File: src/rtl/tplp_pkg.sv
// Shared types, constants and arithmetic helpers for the three-pole resonant lowpass.
// Used by the microcode ROM, the sequencer, the datapath and the top level.
// Depends on nothing else.
`default_nettype none

package tplp_pkg;

  // Widths of the fixed fields and of the internal arithmetic.
  localparam int SMP_W      = 16;
  localparam int OUT_W      = 19;
  localparam int CUT_W      = 17;
  localparam int RES_W      = 20;
  localparam int DATA_W     = 32;
  localparam int B_W        = 21;
  localparam int PROD_W     = DATA_W + B_W;
  localparam int ACC_W      = 56;
  localparam int R16_W      = ACC_W - 16;
  localparam int R17_W      = ACC_W - 17;
  localparam int SAT_IN_W   = R16_W + 1;
  localparam int PC_W       = 5;
  localparam int NREG       = 10;
  localparam int CFG_IDX_W  = 4;
  localparam int CFG_DATA_W = 20;
  localparam int IN_TDATA_W  = 16;
  localparam int OUT_TDATA_W = 24;

  // Configuration register indexes.
  localparam logic [CFG_IDX_W-1:0] CFG_CUTOFF    = 4'd0;
  localparam logic [CFG_IDX_W-1:0] CFG_RESONANCE = 4'd1;

  // Register limits and reset values.
  localparam logic [CUT_W-1:0] CUTOFF_MAX = 17'd65536;
  localparam logic [CUT_W-1:0] CUTOFF_RST = 17'd32768;
  localparam logic [RES_W-1:0] RES_MAX    = 20'd524288;

  // Arithmetic constants: Q16 one, allpass coefficient, rounding scale, clip and output limits.
  localparam logic signed [B_W-1:0]    COEF_ONE   = 21'sd65536;
  localparam logic signed [B_W-1:0]    AP_COEF    = -21'sd65405;
  localparam logic signed [B_W-1:0]    COEF_256   = 21'sd256;
  localparam logic signed [DATA_W-1:0] CLIP_LIMIT = 32'sd29360128;
  localparam logic signed [R16_W-1:0]  OUT_MAX    = 40'sd262143;
  localparam logic signed [R16_W-1:0]  OUT_MIN    = -40'sd262144;

  // Last step of the program.
  localparam logic [PC_W-1:0] LAST_PC = 5'd31;

  // Working register file addresses.
  typedef enum logic [3:0] {
    R_S1I, R_S1O, R_S2I, R_S2O, R_S3I, R_S3O, R_AP1, R_AP2, R_V, R_X
  } reg_idx_t;

  // Multiplier operand A source.
  typedef enum logic [1:0] {
    A_REG, A_CLIP, A_SMP
  } asrc_t;

  // Multiplier operand B (coefficient) select.
  typedef enum logic [2:0] {
    B_GP1, B_G, B_F1, B_F2, B_AP, B_ONE, B_C256
  } bsel_t;

  // Accumulator operation on the registered product.
  typedef enum logic [1:0] {
    ACC_LOAD, ACC_ADD, ACC_SUB
  } aop_t;

  // Write-back source.
  typedef enum logic [2:0] {
    W_R16, W_R17, W_NR16, W_MOVE, W_OUT
  } wsrc_t;

  // Step advance condition.
  typedef enum logic [1:0] {
    COND_ALWAYS, COND_IN, COND_OUT
  } cond_t;

  // One microcode control word.
  typedef struct packed {
    logic                m_en;
    asrc_t               asrc;
    reg_idx_t            ra;
    bsel_t               bsel;
    aop_t                aop;
    logic                wen;
    reg_idx_t            wd;
    wsrc_t               wsrc;
    cond_t               cond;
    logic                jump;
    logic [PC_W-1:0]     target;
  } ctrl_word_t;

  // Control passed from the sequencer to the datapath for the current step.
  typedef struct packed {
    logic       go;
    logic       load_in;
    ctrl_word_t cw;
  } step_t;

  localparam ctrl_word_t CW_NOP = ctrl_word_t'('0);

  // Saturate a wide signed value to the signed 32-bit range.
  function automatic logic signed [DATA_W-1:0] sat32(input logic signed [SAT_IN_W-1:0] v);
    logic signed [SAT_IN_W-1:0] hi;
    logic signed [SAT_IN_W-1:0] lo;
    hi = SAT_IN_W'(64'sh7FFF_FFFF);
    lo = -SAT_IN_W'(64'sh8000_0000);
    if (v > hi) begin
      return DATA_W'(hi);
    end else if (v < lo) begin
      return DATA_W'(lo);
    end
    return DATA_W'(v);
  endfunction

  // Saturate a rounded value to the output sample range.
  function automatic logic signed [OUT_W-1:0] sat_out(input logic signed [R16_W-1:0] v);
    if (v > OUT_MAX) begin
      return OUT_W'(OUT_MAX);
    end else if (v < OUT_MIN) begin
      return OUT_W'(OUT_MIN);
    end
    return OUT_W'(v);
  endfunction

endpackage

`default_nettype wire

File: src/rtl/tplp_ucode_rom.sv
// Microcode ROM: the per-sample filter program, one control word per step.
// Depends on tplp_pkg for the control word layout and field codes.
`default_nettype none

module tplp_ucode_rom
  import tplp_pkg::*;
(
  input  wire logic [PC_W-1:0] pc,
  output ctrl_word_t           cw
);

  // A multiply step with no write-back.
  function automatic ctrl_word_t mul(input asrc_t s, input reg_idx_t r,
                                     input bsel_t b, input aop_t o);
    ctrl_word_t c;
    c      = CW_NOP;
    c.m_en = 1'b1;
    c.asrc = s;
    c.ra   = r;
    c.bsel = b;
    c.aop  = o;
    return c;
  endfunction

  // A write-back step; for a move, r names the source register.
  function automatic ctrl_word_t wr(input reg_idx_t d, input wsrc_t w, input reg_idx_t r);
    ctrl_word_t c;
    c      = CW_NOP;
    c.wen  = 1'b1;
    c.wd   = d;
    c.wsrc = w;
    c.ra   = r;
    return c;
  endfunction

  // A multiply issued alongside a write-back from the accumulator.
  function automatic ctrl_word_t mulwr(input asrc_t s, input reg_idx_t r, input bsel_t b,
                                       input aop_t o, input reg_idx_t d, input wsrc_t w);
    ctrl_word_t c;
    c      = mul(s, r, b, o);
    c.wen  = 1'b1;
    c.wd   = d;
    c.wsrc = w;
    return c;
  endfunction

  // The program. A write-back waits for its last product to pass prod and then acc.
  always_comb begin
    cw = CW_NOP;
    case (pc)
      // Wait for a sample request.
      5'd0: begin
        cw      = CW_NOP;
        cw.cond = COND_IN;
      end
      // Input scaling and resonance feedback.
      5'd1:  cw = mul(A_SMP, R_V, B_GP1, ACC_LOAD);
      5'd2:  cw = mul(A_REG, R_S3O, B_G, ACC_SUB);
      // First lowpass section.
      5'd3:  cw = mul(A_REG, R_S1I, B_F1, ACC_LOAD);
      5'd4:  cw = mulwr(A_REG, R_S1O, B_F2, ACC_SUB, R_V, W_R16);
      5'd5:  cw = mul(A_REG, R_V, B_F1, ACC_ADD);
      5'd6:  cw = wr(R_S1I, W_MOVE, R_V);
      // Second lowpass section.
      5'd7:  cw = mulwr(A_REG, R_S2I, B_F1, ACC_LOAD, R_S1O, W_R17);
      5'd8:  cw = mul(A_REG, R_S2O, B_F2, ACC_SUB);
      5'd9:  cw = mul(A_REG, R_S1O, B_F1, ACC_ADD);
      5'd10: cw = wr(R_S2I, W_MOVE, R_S1O);
      // Third lowpass section.
      5'd11: cw = mulwr(A_REG, R_S3I, B_F1, ACC_LOAD, R_S2O, W_R17);
      5'd12: cw = mul(A_REG, R_S3O, B_F2, ACC_SUB);
      5'd13: cw = mul(A_REG, R_S2O, B_F1, ACC_ADD);
      5'd14: cw = wr(R_S3I, W_MOVE, R_S2O);
      5'd15: cw = wr(R_S3O, W_R17, R_V);
      // First allpass: output into X, then the new memory.
      5'd16: cw = mul(A_REG, R_S3O, B_AP, ACC_LOAD);
      5'd17: cw = mul(A_REG, R_AP1, B_ONE, ACC_ADD);
      5'd18: cw = CW_NOP;
      5'd19: cw = wr(R_X, W_R16, R_V);
      5'd20: cw = mul(A_REG, R_X, B_AP, ACC_LOAD);
      5'd21: cw = mul(A_REG, R_S3O, B_ONE, ACC_SUB);
      // Second allpass on the clipped first output; its result goes to V.
      5'd22: cw = mul(A_CLIP, R_X, B_AP, ACC_LOAD);
      5'd23: cw = mulwr(A_REG, R_AP2, B_ONE, ACC_ADD, R_AP1, W_NR16);
      5'd24: cw = CW_NOP;
      5'd25: cw = wr(R_V, W_R16, R_V);
      5'd26: cw = mul(A_REG, R_V, B_AP, ACC_LOAD);
      5'd27: cw = mul(A_CLIP, R_X, B_ONE, ACC_SUB);
      // Output rounding to whole samples.
      5'd28: cw = mul(A_REG, R_V, B_C256, ACC_LOAD);
      5'd29: cw = wr(R_AP2, W_NR16, R_V);
      5'd30: cw = CW_NOP;
      5'd31: begin
        cw        = wr(R_V, W_OUT, R_V);
        cw.cond   = COND_OUT;
        cw.jump   = 1'b1;
        cw.target = '0;
      end
      default: cw = CW_NOP;
    endcase
  end

endmodule

`default_nettype wire

File: src/rtl/tplp_sequencer.sv
// Step counter of the microcoded filter: advance conditions, jumps and the output flag.
// Depends on tplp_pkg for the control word and step types.
`default_nettype none

module tplp_sequencer
  import tplp_pkg::*;
(
  input  wire logic       clk,
  input  wire logic       rst,
  input  wire logic       in_valid,
  input  wire logic       out_ready,
  input  wire ctrl_word_t cw,
  output logic [PC_W-1:0] pc,
  output step_t           step,
  output logic            in_ready,
  output logic            out_valid
);

  logic            cond_ok;
  logic [PC_W-1:0] pc_next;
  logic            out_load;

  // A step advances only when its condition holds; a stalled step has no effect.
  always_comb begin
    case (cw.cond)
      COND_ALWAYS: cond_ok = 1'b1;
      COND_IN:     cond_ok = in_valid;
      COND_OUT:    cond_ok = !out_valid || out_ready;
      default:     cond_ok = 1'b0;
    endcase
  end

  // Next step: jump target, the following word, or hold.
  always_comb begin
    if (cond_ok) begin
      pc_next = cw.jump ? cw.target : pc + PC_W'(1);
    end else begin
      pc_next = pc;
    end
  end

  assign in_ready     = (cw.cond == COND_IN);
  assign out_load     = cond_ok && cw.wen && (cw.wsrc == W_OUT);
  assign step.go      = cond_ok;
  assign step.load_in = cond_ok && (cw.cond == COND_IN);
  assign step.cw      = cw;

  // Step counter.
  always_ff @(posedge clk) begin
    if (rst) begin
      pc <= '0;
    end else begin
      pc <= pc_next;
    end
  end

  // Result flag: set by the final step, cleared when the result request is taken.
  always_ff @(posedge clk) begin
    if (rst) begin
      out_valid <= 1'b0;
    end else if (out_load) begin
      out_valid <= 1'b1;
    end else if (out_ready) begin
      out_valid <= 1'b0;
    end
  end

endmodule

`default_nettype wire

File: src/rtl/tplp_datapath.sv
// Filter datapath: register file, one shared multiplier, accumulator and write-back.
// Depends on tplp_pkg for types, constants and the saturation helpers.
`default_nettype none

module tplp_datapath
  import tplp_pkg::*;
(
  input  wire logic                    clk,
  input  wire logic                    rst,
  input  wire step_t                   step,
  input  wire logic signed [SMP_W-1:0] sample_in,
  input  wire logic [CUT_W-1:0]        cutoff,
  input  wire logic [RES_W-1:0]        resonance,
  output logic signed [OUT_W-1:0]      sample_out
);

  logic signed [DATA_W-1:0] regs [NREG];
  logic signed [SMP_W-1:0]  smp;
  logic signed [DATA_W-1:0] a_reg;
  logic signed [DATA_W-1:0] a_clip;
  logic signed [DATA_W-1:0] a_op;
  logic signed [B_W-1:0]    b_op;
  logic signed [PROD_W-1:0] prod_full;
  logic signed [PROD_W-1:0] prod;
  aop_t                     prod_op;
  logic                     prod_vld;
  logic signed [ACC_W-1:0]  acc;
  logic signed [ACC_W-1:0]  prod_ext;
  logic signed [ACC_W-1:0]  acc_h16;
  logic signed [ACC_W-1:0]  acc_h17;
  logic signed [R16_W-1:0]  r16;
  logic signed [R17_W-1:0]  r17;
  logic signed [DATA_W-1:0] wval;
  logic                     reg_wr;
  logic                     out_wr;

  // Sample capture on an accepted input request.
  always_ff @(posedge clk) begin
    if (step.load_in) begin
      smp <= sample_in;
    end
  end

  // Operand A: a register, the same register clipped, or the sample in 24.8 form.
  assign a_reg  = regs[step.cw.ra];
  assign a_clip = (a_reg > CLIP_LIMIT) ? CLIP_LIMIT :
                  (a_reg < -CLIP_LIMIT) ? -CLIP_LIMIT : a_reg;

  always_comb begin
    case (step.cw.asrc)
      A_REG:   a_op = a_reg;
      A_CLIP:  a_op = a_clip;
      A_SMP:   a_op = {{(DATA_W-SMP_W-8){smp[SMP_W-1]}}, smp, 8'h00};
      default: a_op = a_reg;
    endcase
  end

  // Operand B: coefficients derived from the configuration and fixed constants.
  always_comb begin
    case (step.cw.bsel)
      B_GP1:   b_op = $signed(B_W'(resonance)) + COEF_ONE;
      B_G:     b_op = $signed(B_W'(resonance));
      B_F1:    b_op = $signed(B_W'(cutoff)) + COEF_ONE;
      B_F2:    b_op = $signed(B_W'({cutoff, 1'b0}));
      B_AP:    b_op = AP_COEF;
      B_ONE:   b_op = COEF_ONE;
      B_C256:  b_op = COEF_256;
      default: b_op = COEF_ONE;
    endcase
  end

  assign prod_full = a_op * b_op;

  // Product register, then accumulate in the cycle after.
  always_ff @(posedge clk) begin
    if (rst) begin
      prod_vld <= 1'b0;
    end else begin
      prod_vld <= step.go && step.cw.m_en;
    end
  end

  always_ff @(posedge clk) begin
    if (step.go && step.cw.m_en) begin
      prod    <= prod_full;
      prod_op <= step.cw.aop;
    end
  end

  assign prod_ext = ACC_W'(prod);

  always_ff @(posedge clk) begin
    if (prod_vld) begin
      case (prod_op)
        ACC_LOAD: acc <= prod_ext;
        ACC_ADD:  acc <= acc + prod_ext;
        ACC_SUB:  acc <= acc - prod_ext;
        default:  acc <= prod_ext;
      endcase
    end
  end

  // Rounding to nearest with ties upward, by 2^16 or 2^17.
  assign acc_h16 = acc + ACC_W'(32768);
  assign acc_h17 = acc + ACC_W'(65536);
  assign r16     = $signed(acc_h16[ACC_W-1:16]);
  assign r17     = $signed(acc_h17[ACC_W-1:17]);

  // Write-back value selection.
  always_comb begin
    case (step.cw.wsrc)
      W_R16:   wval = sat32(SAT_IN_W'(r16));
      W_R17:   wval = sat32(SAT_IN_W'(r17));
      W_NR16:  wval = sat32(SAT_IN_W'(0) - SAT_IN_W'(r16));
      W_MOVE:  wval = a_op;
      default: wval = sat32(SAT_IN_W'(r16));
    endcase
  end

  assign reg_wr = step.go && step.cw.wen && (step.cw.wsrc != W_OUT);
  assign out_wr = step.go && step.cw.wen && (step.cw.wsrc == W_OUT);

  // Filter state and working registers.
  always_ff @(posedge clk) begin
    if (rst) begin
      for (int i = 0; i < NREG; i++) begin
        regs[i] <= '0;
      end
    end else if (reg_wr) begin
      regs[step.cw.wd] <= wval;
    end
  end

  // Output holding register.
  always_ff @(posedge clk) begin
    if (out_wr) begin
      sample_out <= sat_out(r16);
    end
  end

endmodule

`default_nettype wire

File: src/rtl/three_pole_resonant_lowpass_unit.sv
// Top level of the three-pole resonant lowpass with allpass phase stages.
// Depends on tplp_pkg, tplp_ucode_rom, tplp_sequencer and tplp_datapath.
//
//   Channel   Signals                                   Direction  Carries
//   s_axis    s_axis_tvalid/tready/tdata[15:0]          in         sample_in
//   m_axis    m_axis_tvalid/tready/tdata[23:0]          out        sample_out
//   cfg       cfg_valid/ready/index[3:0]/data[19:0]     in         register writes
//
// Each sample runs a 32-word microprogram that sends every product through
// one shared 32x21 multiplier and a 56-bit accumulator. The result is registered
// as the last program step completes, and the next request is taken from the
// following cycle while the previous result still waits. A result left unread
// stalls the program only at its last step. Synchronous reset clears the filter
// state, the step counter and the result flag, and restores register defaults.
`default_nettype none

module three_pole_resonant_lowpass_unit
  import tplp_pkg::*;
(
  input  wire logic                   clk,
  input  wire logic                   rst,
  input  wire logic                   s_axis_tvalid,
  output logic                        s_axis_tready,
  input  wire logic [IN_TDATA_W-1:0]  s_axis_tdata,   // [15:0] sample_in
  output logic                        m_axis_tvalid,
  input  wire logic                   m_axis_tready,
  output logic [OUT_TDATA_W-1:0]      m_axis_tdata,   // [18:0] sample_out, [23:19] zero
  input  wire logic                   cfg_valid,
  output logic                        cfg_ready,
  input  wire logic [CFG_IDX_W-1:0]   cfg_index,
  input  wire logic [CFG_DATA_W-1:0]  cfg_data
);

  logic [CUT_W-1:0]        cutoff;
  logic [RES_W-1:0]        resonance;
  logic [PC_W-1:0]         pc;
  ctrl_word_t              cw;
  step_t                   step;
  logic signed [OUT_W-1:0] sample_out;

  // Configuration registers, clamped to their upper limits on write.
  assign cfg_ready = 1'b1;

  always_ff @(posedge clk) begin
    if (rst) begin
      cutoff    <= CUTOFF_RST;
      resonance <= '0;
    end else if (cfg_valid && cfg_ready) begin
      case (cfg_index)
        CFG_CUTOFF: begin
          cutoff <= (cfg_data[CUT_W-1:0] > CUTOFF_MAX) ? CUTOFF_MAX : cfg_data[CUT_W-1:0];
        end
        CFG_RESONANCE: begin
          resonance <= (cfg_data[RES_W-1:0] > RES_MAX) ? RES_MAX : cfg_data[RES_W-1:0];
        end
        default: begin
        end
      endcase
    end
  end

  // Program store, step counter and datapath.
  tplp_ucode_rom u_rom (
    .pc (pc),
    .cw (cw)
  );

  tplp_sequencer u_seq (
    .clk       (clk),
    .rst       (rst),
    .in_valid  (s_axis_tvalid),
    .out_ready (m_axis_tready),
    .cw        (cw),
    .pc        (pc),
    .step      (step),
    .in_ready  (s_axis_tready),
    .out_valid (m_axis_tvalid)
  );

  tplp_datapath u_dp (
    .clk        (clk),
    .rst        (rst),
    .step       (step),
    .sample_in  ($signed(s_axis_tdata[SMP_W-1:0])),
    .cutoff     (cutoff),
    .resonance  (resonance),
    .sample_out (sample_out)
  );

  assign m_axis_tdata = {{(OUT_TDATA_W-OUT_W){1'b0}}, sample_out};

`ifndef SYNTHESIS
  // An accepted sample request starts the program at its first working step.
  a_start: assert property (@(posedge clk) disable iff (rst)
    (s_axis_tvalid && s_axis_tready) |=> (pc == PC_W'(1)))
    else $error("program did not start after an input request");

  // A result appears only as the last step of the program completes.
  a_result: assert property (@(posedge clk) disable iff (rst)
    $rose(m_axis_tvalid) |-> ($past(pc) == LAST_PC && pc == '0))
    else $error("result raised outside the last program step");

  // Input is taken only while the program waits at its first word.
  a_ready: assert property (@(posedge clk) disable iff (rst)
    s_axis_tready |-> (pc == '0))
    else $error("input ready while the program is running");

  // Configuration registers stay within their ranges.
  a_cfg: assert property (@(posedge clk) disable iff (rst)
    (cutoff <= CUTOFF_MAX) && (resonance <= RES_MAX))
    else $error("configuration register out of range");
`endif

endmodule

`default_nettype wire
File: config.mk
export PLATFORM = sky130hd
export DESIGN_NAME = three_pole_resonant_lowpass_unit
export DESIGN_NICKNAME = d
export VERILOG_FILES = /design/src/rtl/tplp_pkg.sv /design/src/rtl/tplp_ucode_rom.sv /design/src/rtl/tplp_sequencer.sv /design/src/rtl/tplp_datapath.sv /design/src/rtl/three_pole_resonant_lowpass_unit.sv
export SDC_FILE = /design/constraint.sdc
export NUM_CORES = 2
export LEC_CHECK = 0
export BUFFER_PORTS_ARGS = -buffer_cell sky130_fd_sc_hd__buf_2
export CAP_MARGIN = 10
export CORE_ASPECT_RATIO = 0.6
export CORE_MARGIN = 2
export CORE_UTILIZATION = 40
export DETAILED_ROUTE_END_ITERATION = 7
export GPL_ROUTABILITY_DRIVEN = 0
export GPL_TIMING_DRIVEN = 1
export PLACE_DENSITY = 0.53
export RECOVER_POWER = 25
export SLEW_MARGIN = 20
export SYNTH_ARGS = -nofsm -noshare
export SYNTH_HDL_FRONTEND = slang
export SYNTH_SLANG_ARGS = --single-unit
File: constraint.sdc
create_clock -name clk -period 15.51 [get_ports clk]
set_input_delay 0.7755 -clock clk [delete_from_list [all_inputs] [get_ports clk]]
set_output_delay 0.7755 -clock clk [all_outputs]
set_load 0.01 [all_outputs]
; ---- Yosys cells after proc, flatten, opt, wreduce, memory -nomap -nowiden
; Memory sizes are Yosys's and may differ from the RTL's. A register that Yosys moved wholly into a read port is not among the register bits.
; Index checks and enable logic that the tools add are counted.
[totals]
ff_bits = 190
mem_bits_rw = 320
romBits = 736
input_bits = 45
output_inout_bits = 27
elab_cells = 114
n_memories = 2
[op_classes]
addsub = 8
n_mul = 1
order_cmp = 12
eq_ne = 17
muxes = 48
n_reduce_logical = 16
[mem_list]
columns = name, depth, word_bits, read_ports, rd_ports_with_merged_regs, wr, line_no
row1 = (name not given), 32, 23, 1, 1, 0, tplp_ucode_rom.sv:50  ; case (pc)
row2 = u_dp.regs, 10, 32, 1, 0, 10, tplp_datapath.sv:17  ; logic signed [DATA_W-1:0] regs [NREG];
[ops]
columns = operator, n
row1 = 32-bit two-way mux, 13
row2 = 32-bit case mux with 4 select lines, 1
row3 = 21-bit case mux with 6 select lines, 1
row4 = 56-bit case mux with 2 select lines, 1
row5 = 32-bit case mux with 2 select lines, 1
row6 = 19-bit two-way mux, 3
row7 = "56-bit by 17-bit adder with 56-bit output, second input constant", 1
row8 = "56-bit by 18-bit adder with 56-bit output, second input constant", 1
row9 = 56-bit by 53-bit adder with 56-bit output, 1
row10 = 56-bit by 53-bit subtractor with 56-bit output, 1
row11 = 32-bit by 21-bit multiplier with 53-bit output, 1
row12 = "41-bit by 32-bit greater-than comparator with 1-bit output, second input constant", 1
row13 = "41-bit by 32-bit less-than comparator with 1-bit output, second input constant", 1
row14 = "1-bit by 40-bit subtractor with 41-bit output, first input constant", 1
row15 = "40-bit by 19-bit greater-than comparator with 1-bit output, second input constant", 1
row16 = "40-bit by 32-bit greater-than comparator with 1-bit output, second input constant", 1
row17 = "40-bit by 19-bit less-than comparator with 1-bit output, second input constant", 1
row18 = "40-bit by 32-bit less-than comparator with 1-bit output, second input constant", 1
row19 = "39-bit by 32-bit greater-than comparator with 1-bit output, second input constant", 1
row20 = "39-bit by 32-bit less-than comparator with 1-bit output, second input constant", 1
row21 = "32-bit by 26-bit greater-than comparator with 1-bit output, second input constant", 1
row22 = "32-bit by 26-bit less-than comparator with 1-bit output, second input constant", 1
row23 = 32-bit OR reduction, 1
row24 = "20-bit by 17-bit adder with 21-bit output, second input constant", 1
row25 = 26 further kinds, 64

; ---- Logic depth before layout (Yosys ltp)
[logic_depth]
word_depth = 10
mapped_depth = 43
mapped_depth_nobuf = 37

; ---- Cells and area by module
; A second synthesis with hierarchy kept.
[hier_totals]
hier_cells = 6009
hier_area_um2 = 62170.9
[modules_own_cells]
columns = mod, instances, cells_each, area_each_um2, seq_area_each_um2
row1 = tplp_datapath, 1, 5629, 59121.7, 19779.0
row2 = three_pole_resonant_lowpass_unit, 1, 188, 1616.6, 740.7
row3 = tplp_ucode_rom, 1, 115, 799.5, 0.0
row4 = tplp_sequencer, 1, 77, 633.1, 120.1

; ---- Worst setup path before layout
; OpenSTA, ideal clock, no wires.
[synth_timing]
path_kind = register -> register
from = register, netlist name u_rom.cw[21]
to = register u_dp.prod[51] (data pin)
setup_ns = 0.263
arrival_time_ns = 10.557
t_required_ns = 15.247
slack_ns = 4.690
stages_incl_launch_ff = 40
path_buffers = 5
synth_period_minus_slack_ns = 10.820
cell_sequence = dfxtp_1 -> clkbuf_1 -> buf_1 -> mux4_2 -> a22oi_1 -> nand2_1 -> nor4_1 -> nand4_1 -> o21ai_1 -> a31o_2 -> clkbuf_1 -> clkbuf_1 -> a22o_1 -> clkbuf_1 -> nand2_1 -> fa_1 -> inv_1 -> fa_1 -> [... 4 more ...] -> fa_1 -> fa_1 -> inv_1 -> fa_1 -> inv_1 -> ha_1 -> a21oi_1 -> nor2_1 -> o41ai_1 -> o31ai_1 -> a21oi_1 -> a31oi_1 -> a211oi_1 -> o21ai_0 -> a41o_1 -> o41a_1 -> a311oi_1 -> xnor2_1
[synth_via]
elab_chain_cells = 6
elab_cells_between_ends = 7
cone_classes = mul (1) / order compare (2) / mux (3) / memory (1)
[synth_lines]
columns = item, line_no
row1 = memory read 10 x 32 bit (*), n/a
row2 = 32-bit by 26-bit less-than comparator with 1-bit output, tplp_datapath.sv:47  ; (a_reg < -CLIP_LIMIT) ? -CLIP_LIMIT : a_reg;
row3 = 32-bit two-way mux, tplp_datapath.sv:47
row4 = 32-bit two-way mux, tplp_datapath.sv:46  ; assign a_clip = (a_reg > CLIP_LIMIT) ? CLIP_LIMIT :
row5 = 32-bit case mux with 2 select lines (*), tplp_datapath.sv:50  ; case (step.cw.asrc)
row6 = 32-bit by 21-bit multiplier with 53-bit output (*), tplp_datapath.sv:72  ; assign prod_full = a_op * b_op;
row7 = via u_dp.prod_full[51], tplp_datapath.sv:23  ; logic signed [PROD_W-1:0] prod_full;
row8 = end signal: assignment, tplp_datapath.sv:85  ; prod <= prod_full;
row9 = end: declaration, tplp_datapath.sv:24  ; logic signed [PROD_W-1:0] prod;
; The timed path passes the listed nets; every way through them passes the cells marked *.
; A chain may end at the register's enable or synchronous reset.

; ---- Worst setup path after layout
[layout_timing]
from = register, netlist name u_rom.cw[21]
to = register u_dp.prod[51] (data pin)
[layout_via]
elab_chain_cells = 6
elab_cells_between_ends = 7
cone_classes = mul (1) / order compare (2) / mux (3) / memory (1)
[layout_lines]
columns = item, line_no
row1 = memory read 10 x 32 bit (*), n/a
row2 = 32-bit by 26-bit less-than comparator with 1-bit output, tplp_datapath.sv:47
row3 = 32-bit two-way mux, tplp_datapath.sv:47
row4 = 32-bit two-way mux, tplp_datapath.sv:46
row5 = 32-bit case mux with 2 select lines (*), tplp_datapath.sv:50
row6 = 32-bit by 21-bit multiplier with 53-bit output (*), tplp_datapath.sv:72
row7 = via u_dp.prod_full[51], tplp_datapath.sv:23
; Marks and branches as above.

==> flow_metrics.tcl <==
set metrics [dict create \
    status "finished, violations left" \
    violations "max-capacitance violations, max-slew violations" \
    final_nets 6921 \
    post_route_cells_drive_above_1_share_pct 9.00 \
    holdBufCountCts 0 \
    grt_max_degree 80 \
    clockBufferDepth 3 \
    skew_ns 0.0418 \
    slowest_delay_ns 0.85 \
    syn_inst 6011 \
    whs_ns 0.244 \
    whs_endpoint "u_dp.smp[12]" \
    first_pass_iters 6 \
    cp.arrival_ns 13.82 \
    min_path_cells 1 \
    final_area_um2 66900 \
    vias 46800 \
    setup_viol 0 \
    hold_class "input pin to flop" \
    r2r_start "u_rom.cw[21]" \
    slew_headroom_pct -161 \
    preCtsSetupSlack_ns 2.22 \
    ant_nets 0 \
    slew_viol_final 270 \
    worstPathRequired_ns 15.94 \
    rows 111 \
    antenna_found_initial 13 \
    setup_ws_ns 2.11 \
    drc 0 \
    synth_cell_types 91 \
    crit_path_end_kind "flop" \
    dp_hpwl_um 161000 \
    grt_remaining_overflow 0 \
    start_util_pct 40.3 \
    avgViaCountPerCell 5.78 \
    async_flop_share_pct 0 \
    timing.rr.end "u_dp.prod[51]" \
    min_from "s_axis_tdata[12]" \
    io_pins 72 \
    cp_common_cell "fa_1" \
    ir_drop_mv 0.150 \
    finalHoldViolCount 0 \
    clk_latency_ns 0.72 \
    tritoncts.num_buffers 75 \
    tightest_slew_ns 3.91 \
    core_area_um2 153000 \
    drt_iter0_markers 6100 \
    routed_wl_um 217000 \
    post_cts_resized 0 \
    dpl-instance-area_um2 64600 \
    h-tree-depth 3 \
    avgRoutedWirePerCell_um 26.8 \
    rsz0062_at_grt "false" \
    cts_root_buf "clkbuf_16" \
    reg2regPathDepth 36 \
    fp.dieH_um 308 \
    grt_pass1_vias 45700 \
    period_needed_ns 13.40 \
    crit_fanout 73 \
    syn2layout_area_growth_pct 8.85 \
    path_clk_slew_ns 0.07 \
    ys_seq_area_share_pct 34.2 \
    fmax_ghz 0.0746 \
    synth_ff_type "edfxtp_1" \
    dieArea_um2 157000 \
    ys_warn_count 0 \
    die_w_um 510 \
    p_per_area_nw_per_um2 194 \
    timing.final.crit_share_pct 86.4 \
    finalSetupTns_ns 0 \
    ys_ff_latch 723 \
    drv_cap 7 \
    synth-edff-count 658 \
    grt_usage_pct 27.9 \
    crit_slowest_cell "a22o_1" \
    portBuffers 65 \
    syn_area_um2 61500 \
    tritoncts "built" \
    start_kind "flop" \
    grt_pass1_wl_um 319000 \
    post_cts_buffers 0 \
    syn_avg_cell_area_um2 10.2 \
    cts.sinks 723 \
    crit_type "flop to flop" \
    reg2reg_slack_ns 2.11 \
    power_leakage_nw 27.8 \
]
sequential cells by signal, indices dropped and copies added (netlist names), 2 cells and up:
name	flops
u_dp.regs	512
u_dp.sample_out	19
u_dp.prod_op	2
u_dp.smp	16
u_seq.pc	5
resonance	20
u_dp.prod	53
u_dp.acc	56
u_rom.cw	21
cutoff	17
critical path, delay by kind of cell, from the launching register on:
family                     cells  cell delay (ns)
muxes                          2             0.81
and+or+nand+nor                4             0.58
DFF                            1             0.74
xor gates and xnor gates       1             0.11
adders and majority gates      8             3.98
buffers and inverters          7             1.18
AOI/OAI and AO/OA             14             5.49
per-stage QoR:
stage               utilization [%]  instances  power [mW]
floorplan                         -       6015        7.94
global placement               42.3       7956        10.8
detailed placement             42.4       7957        10.9
CTS                            44.0       8091        12.8
global route                   43.9       8091        13.8
finish                         43.9       8093        13.0
kinds of logic (layout without fill, tap and decap cells):
kind of cell / Yosys count / after routing / share of synthesized area [%]
compound gates: 830 / 830 / 8.74
xor+xnor: 259 / 259 / 3.69
fa+ha+maj: 876 / 876 / 26.0
buf+inv: 1212 / 1254 / 7.52
flops: 723 / 723 / 34.2
mux: 171 / 171 / 5.60
other cells: 2 / 8 / 0.0122
simple gates: 1938 / 1938 / 14.2
synthesized netlist by cell type (all sizes together), types with 5 or more instances:
cell type	instances	area share (%)
a31o	5	0.071
nand3	69	0.56
o31a	8	0.11
o41ai	9	0.19
mux4	138	5.1
a221oi	5	0.071
a21o	68	0.83
nand4	59	0.66
o21a	16	0.20
nor2	735	4.5
or4	11	0.13
nor3	65	0.55
and2	40	0.41
a31oi	39	0.40
and3	83	0.84
a22o	16	0.23
a21oi	209	1.7
mux2	6	0.11
a211oi	48	0.59
nor3b	13	0.16
or2	23	0.23
or3	10	0.10
nor2b	31	0.32
o21ai	223	1.9
clkbuf	255	1.6
mux2i	27	0.44
nand2	649	4.0
xnor2	194	2.8
o211ai	12	0.15
xor2	65	0.93
o31ai	13	0.18
a21boi	12	0.15
a211o	5	0.071
nand2b	33	0.34
and4	23	0.33
nor4	74	0.83
buf	56	0.46
fa	669	22
ha	207	4.2
o21bai	18	0.22
edfxtp	658	32
a22oi	89	1.1
dfxtp	65	2.1
inv	900	5.5
layout by cell type (no fill, tap or decap), drive strengths merged, types with 131 or more instances in the layout:
master and count:
clkbuf 131, edfxtp 658, mux4 138, o21ai 223, a21oi 209, ha 207, xnor2 194, buf 175
inv 908, nand2 649, fa 669, nor2 735
area by class of cell:
type | instances | area (µm²)
fill | 14500 | 85700
multi-input combinational | 4080 | 36100
sequential | 723 | 21100
inverter | 901 | 3380
tap | 2034 | 2540
clock buffer | 87 | 1950
timing repair buffer | 219 | 1420
clock inverter | 47 | 484
antenna | 2 | 5.00
worst max-delay path by stage:
stage | from | end | slack, ns
6_report | u_rom.cw[21] | u_dp.prod[51] | 2.11
5_1_grt | u_rom.cw[21] | u_dp.prod[51] | 1.25
4_1_cts | u_rom.cw[21] | u_dp.prod[51] | 2.19
3_5_place_dp | u_rom.cw[21] | u_dp.prod[51] | 2.22
3_3_place_gp | u_rom.cw[21] | u_dp.prod[51] | 2.42
2_1_floorplan | u_rom.cw[21] | u_dp.prod[51] | 4.69
report_power, final:
part | internal (mW) | switching [mW]
combinational | 2.83 | 5.51
sequential | 2.51 | 0.289
clock | 1.02 | 0.840
total | 6.35 | 6.64
per-layer routing:
metal  track usage, %  vias to the layer above  share of wire, %  routed length (µm)
li1                 -                    20100                 -                   -
met1             44.8                    23700                47              102000
met2             34.4                     2743                36               78500
met3             11.0                      242                15               32400
met4             5.04                        2               1.8                3890
met5                0                        -            0.0032                   7
Power figures use the tool's default switching activity.
